`src/rtl/cbf_pkg.sv`:
```
// cbf_pkg: shared types and constants for the circular byte FIFO.
// Used by the channel interfaces, the controller, the datapath and the top level.
package cbf_pkg;

	localparam int DEPTH_DEF     = 1024;
	localparam int MAX_BURST_DEF = 64;

	// fixed field widths
	localparam int OP_W    = 2;
	localparam int DATA_W  = 8;
	localparam int COUNT_W = 7;
	localparam int SIZE_W  = 11;
	localparam int STAT_W  = 10;

	typedef enum logic [OP_W-1:0] {
		OP_ENQ = 2'd0,
		OP_DEQ = 2'd1,
		OP_CLR = 2'd2
	} op_t;

	typedef enum logic [2:0] {
		S_IDLE,
		S_RESP,
		S_READ,
		S_DATA,
		S_WAIT
	} state_t;

	// controller -> datapath
	typedef struct packed {
		logic accept;     // request taken, perform enqueue / clear / burst setup
		logic read;       // read byte at read index, advance it
		logic load_resp;  // load single result (no data)
		logic load_data;  // load dequeued byte as result
	} cbf_cmd_t;

	// datapath -> controller
	typedef struct packed {
		logic deq_go;     // current request is a dequeue with at least one byte
		logic more;       // burst bytes still to read
		logic out_taken;  // result register handed over this cycle
	} cbf_stat_t;

endpackage

```
`src/rtl/cbf_ctrl.sv`:
```
// cbf_ctrl: sequencing state machine of the circular byte FIFO.
// Depends on cbf_pkg (state_t, cbf_cmd_t, cbf_stat_t).
module cbf_ctrl (
	input  logic              clk,
	input  logic              arst_n,
	input  logic              in_valid,
	output logic              in_ready,
	input  cbf_pkg::cbf_stat_t stat,
	output cbf_pkg::cbf_cmd_t  cmd
);
	import cbf_pkg::*;

	state_t state_q;
	state_t state_nxt;

	always_ff @(posedge clk or negedge arst_n) begin
		if (!arst_n) begin
			state_q <= S_IDLE;
		end else begin
			state_q <= state_nxt;
		end
	end

	always_comb begin
		state_nxt = state_q;
		unique case (state_q)
			S_IDLE: begin
				if (in_valid) begin
					state_nxt = stat.deq_go ? S_READ : S_RESP;
				end
			end
			S_RESP: state_nxt = S_WAIT;
			S_READ: state_nxt = S_DATA;
			S_DATA: state_nxt = S_WAIT;
			S_WAIT: begin
				if (stat.out_taken) begin
					state_nxt = stat.more ? S_READ : S_IDLE;
				end
			end
			default: state_nxt = S_IDLE;
		endcase
	end

	always_comb begin
		in_ready      = (state_q == S_IDLE);
		cmd.accept    = (state_q == S_IDLE) && in_valid;
		cmd.read      = (state_q == S_READ);
		cmd.load_resp = (state_q == S_RESP);
		cmd.load_data = (state_q == S_DATA);
	end

endmodule

```
`config.mk`:
```
export PLATFORM = sky130hd
export DESIGN_NAME = cbf_ctrl
export DESIGN_NICKNAME = d
export VERILOG_FILES = /design/src/rtl/cbf_pkg.sv /design/src/rtl/cbf_ctrl.sv
export SDC_FILE = /design/constraint.sdc
export NUM_CORES = 1
export LEC_CHECK = 0
export ABC_AREA = 1
export BUFFER_PORTS_ARGS = -buffer_cell sky130_fd_sc_hd__buf_2
export CORE_AREA = 2 2 39 41
export DETAILED_ROUTE_END_ITERATION = 10
export DIE_AREA = 0 0 41 43
export GPL_TIMING_DRIVEN = 0
export PLACE_DENSITY = 0.44
export SYNTH_ARGS = -nofsm -noshare
export SYNTH_HDL_FRONTEND = slang
export SYNTH_SLANG_ARGS = --single-unit
```
`constraint.sdc`:
```
create_clock -name clk -period 1.1 [get_ports clk]
set_clock_uncertainty 0.05 [all_clocks]
set_input_delay 0 -clock clk [delete_from_list [all_inputs] [get_ports clk]]
set_output_delay 0 -clock clk [all_outputs]
set_load 0.01 [all_outputs]
```
* Word-level counts from Yosys, hierarchy flattened *
Cells that the tools add are included.

storage, ports and cells
  register bits = 3

cells by class
  equality and inequality tests = 6
  multiplexer cells = 5
  reduce and logical (&&, ||, !) cells = 4

operator list
  cell                  count
  $pmux W3 S4           1
  $eq A3 B2 Y1 const B  2
  $mux W3               2
  $mux W2               2
  $ne A2 B2 Y1 const B  2
  $eq A3 B1 Y1 const B  1
  $eq A3 B3 Y1 const B  1
  $logic_not A3 Y1      1
  $reduce_and A2 Y1     1
  $reduce_or A2 Y1      1
  $logic_and A1 B1 Y1   1

* Logic depth before layout (Yosys ltp) *
  depth after elaboration = 3
  gate-level depth with buffers = 6

* Worst setup path before layout *
OpenSTA, ideal clock, no wires.

  kind = register to register
  start point = reg state_q[0]
  end point = reg state_q[1]
  library setup time = 113 ps
  data arrival time = 832 ps
  slack = 106 ps
  cell stages (with the launch flop) = 7
  period minus slack after synthesis = 994 ps
  cell sequence = dfrtp_1 nor2_4 nand3_1 nand2_1 inv_1 nand2_1 inv_1

between the ends
  cells in the longest elaborated chain, start to end = 3
  elaborated cells on any way between the ends = 10
  classes of those cells = eq/ne: 6; mux: 1; reduce/logical: 3

ends and longest elaborated chain
  item                                                        line            text
  from (decl)                                                 cbf_ctrl.sv:13  state_t state_q;
  from (signal assigned)                                      cbf_ctrl.sv:20  state_q <= state_nxt;
  $eq A3 B2 Y1, or another cell as far along                  cbf_ctrl.sv:26  unique case (state_q)
  $reduce_or A2 Y1 (no line) or $ne A2 B2 Y1 (tied branches)  n/a
  $pmux W3 S4 or $reduce_and A2 Y1 (tied branches)            n/a

Several ways; a longest one is shown, not always the timed one.
A chain may end at the register's enable or synchronous reset.

==> metrics.md <==
| Metric | Value |
|---|---|
| Final setup TNS | -99.0 ps |
| Core Area | 1380 sq um |
| Synth Net Count | 36 |
| Clock power share | 17.4% |
| Final setup fails | 3 |
| Final Hold Violating Endpoints | 0 |
| Post-synth top area cell | dfrtp_1 |
| Yosys top cell area share | 37.3% |
| Tot GR Track Use | 6.73% |
| F_max | 0.866 GHz |
| CTS Sinks | 3 |
| Worst endpoint data arrival time | 1100 ps |
| Die width | 41 microns |
| Max-Cap Viols | 0 |
| CP peak stage delay | 430 ps |
| Fill cell count | 168 |
| Global placer's final weighted congestion | 0.629 |
| CTS tree | built |
| Vias in the first global route | 251 |
| IO Port Bufs | 10 |
| Sw frac | 40.5% |
| Area delta synth->final | 80.1% |
| Final HPWL DP | 348 microns |
| Top cell family by delay on the critical path | flip-flops |
| NetSw | 0.000441 W |
| Initial antenna violation count | 0 |
| Ports | 11 |
| First-pass GRT wire length | 765 microns |
| Worst rel slew slack | 88.4% |
| Yosys Warn Count | 0 |
| Most used DFF post-synth | dfrtp_1 |
| Post-Route Utilization | 26.2% |
| Most frequent cell after synthesis | inv_1 |
| Most frequent cells after synthesis | inv_1 (7), nand2_1 (5), nand3_1 (5), nor2_1 (5), dfrtp_1 (3) |
| Worst Path Buf+Inv | 1 |
| RSZ-0062 raised after global routing | yes |
| Slew Limit Fails | 0 |
| Top cells by area, synth | dfrtp_1 (37%), inv_1 (13%), nand3_1 (12%) |
| CP max-delay cell | dfrtp_2 |
| Clk buf depth | 2 |
| P_int | 0.000648 W |
| Clock latency at the later pin of the worst-skew pair | 230 ps |
| Post-Syn Area per Cell | 6.71 sq um |
| # DRC | 0 |
| Crit-path max FO | 4 |
| Failing checks | negative setup slack |
| GRT overflow | 0 |
| Vias/cell | 3.72 |
| Net total in the final layout | 58 |
| Synth Cell Area | 201 sq um |
| Die area | 1760 sq um |
| Status | finished, violations left |
| Seq pwr share | 20.9% |
| Drt first pass iters | 3 |
| Min-Delay Path Class | in -> reg |
| Top Registers | state_q x3 |
| Avg WL per Cell | 7.82 microns |
| Tmin final | 1150 ps |
| Gate power share | 61.8% |
| Largest net degree at the start of global routing | 6 |
| Critical path cell sequence | nor2_4 -> nand2_2 -> nor2_1 -> buf_2 |
| CP Data Required Time | 1050 ps |
| Fraction of layout cells with a size suffix above 1 | 52.9% |
| Pwr/cell area | 3000 nW/um^2 |
| Clk slew on worst S/H paths | 40 ps |
| Max FFs per register | 3 |
| Root Buffer | clkbuf_4 |
| Most flops, register | state_q |
| Die height | 43 microns |
| EDFF count, synth | 0 |
| Leakage | 0.220 nW |
| Row count | 14 |
| DR iter-0 viols | 2 |
| Ys async rst share | 100% |
| Flops & latches, synth | 3 |
| Sequential fraction of the synthesis area | 37.3% |
| Cell count after synthesis | 30 |
| Routed Antenna Nets | 0 |
| Tcrit/Tclk final | 105% |
| CTS Buf Count | 3 |
| Detailed Route WL | 524 microns |
| Crit. End Element | output pin |
| Initial Util | 14.6% |
| Final setup margin | -54.2 ps |
| Antenna Cells | 0 |
| Cell variety after synth | 10 |
| Startpoint Class | flip-flop |
| Via count | 249 |
| Maximum VDD drop | 617 uV |
| Setup Crit Path Kind | reg -> out |
| Worst-margin pin slew | 175 ps |
| H-tree Lvls | 1 |
## power groups by stage
stage | registers (W) | logic [W] | clock network [W]
3_3_place_gp | 0.000233 | 0.000435 | 0
5_1_grt | 0.000234 | 0.000745 | 0.000206
3_5_place_dp | 0.000230 | 0.000433 | 0
6_report | 0.000227 | 0.000672 | 0.000189
4_1_cts | 0.000219 | 0.000599 | 0.000203
2_1_floorplan | 0.000222 | 0.000310 | 0
## cells by family after synthesis
logic type	count (synthesis)	share of synthesized area, %
buffers and inverters	8	14.9
and+or+nand+nor	19	47.8
DFF	3	37.3
## layout by cell type (no fill, tap or decap), drive strengths merged
cell type	count
dfrtp	3
nand2	6
buf	16
nor2	7
dlygate4sd3	1
nand3	6
clkbuf	4
inv	8
## worst paths after layout
check | end | cells after the start | startpoint | slack [ps]
setup / recovery | cmd[3] | 4 | state_q[1]$_DFFE_PN0P_ | -50
hold / removal | state_q[2]$_DFFE_PN0P_ | 4 | stat[0] | 9
setup reg to reg | state_q[1]$_DFFE_PN0P_ | 7 | state_q[1]$_DFFE_PN0P_ | -30
hold reg to reg | state_q[2]$_DFFE_PN0P_ | 2 | state_q[0]$_DFFE_PN0P_ | 560
max in group asynchronous | state_q[1]$_DFFE_PN0P_ | 2 | arst_n | 840
min in group asynchronous | state_q[2]$_DFFE_PN0P_ | 2 | arst_n | 50
## what timing repair did
item,in CTS,in global routing
hold buffers,1,0
setup buffers,5,1
setup endpoints to repair,4,6
endpoints found under the hold margin,3,0
gates resized for setup,1,3
pin swaps,2,0
## area by class of cell
class / instances / area, sq um / share of cell area [%]
multi-input combinational: 19 / 98.8 / 27.2
sequential: 3 / 76.3 / 21.0
clock buffer: 4 / 26.3 / 7.24
inverter: 8 / 30.0 / 8.28
timing repair buffer: 17 / 111 / 30.7
tap: 16 / 20.0 / 5.52
## per-stage QoR
step           area [sq um]  hold slack (ps)  std cells  total power [W]  setup slack (ps)
2_1_floorplan           201             -346         30         0.000532               106
3_3_place_gp            272             -252         56         0.000668              40.6
3_5_place_dp            272             -252         56         0.000663              59.7
4_1_cts                 348             4.11         66          0.00102             -29.0
5_1_grt                 363             32.4         67          0.00119              -117
6_report                363             8.84         67          0.00109             -54.2
## layer usage
layer  vias up  part of all wire [%]  GRT usage (%)
met3         0                   3.4           1.57
met2         2                    67           14.4
met5         -                     0              0
li1        130                     -              -
met4         0                     0           6.00
met1       117                    30           2.90
## worst register-to-register path, cell delays in order (launching register included)
cell,delay (ps)
dfrtp_2,430
nor2_4,150
buf_4,130
nand3_2,70
nand2_2,80
inv_1,40
nand2_1,50
inv_1,30
No activity file was read; power rests on OpenSTA's default activity.
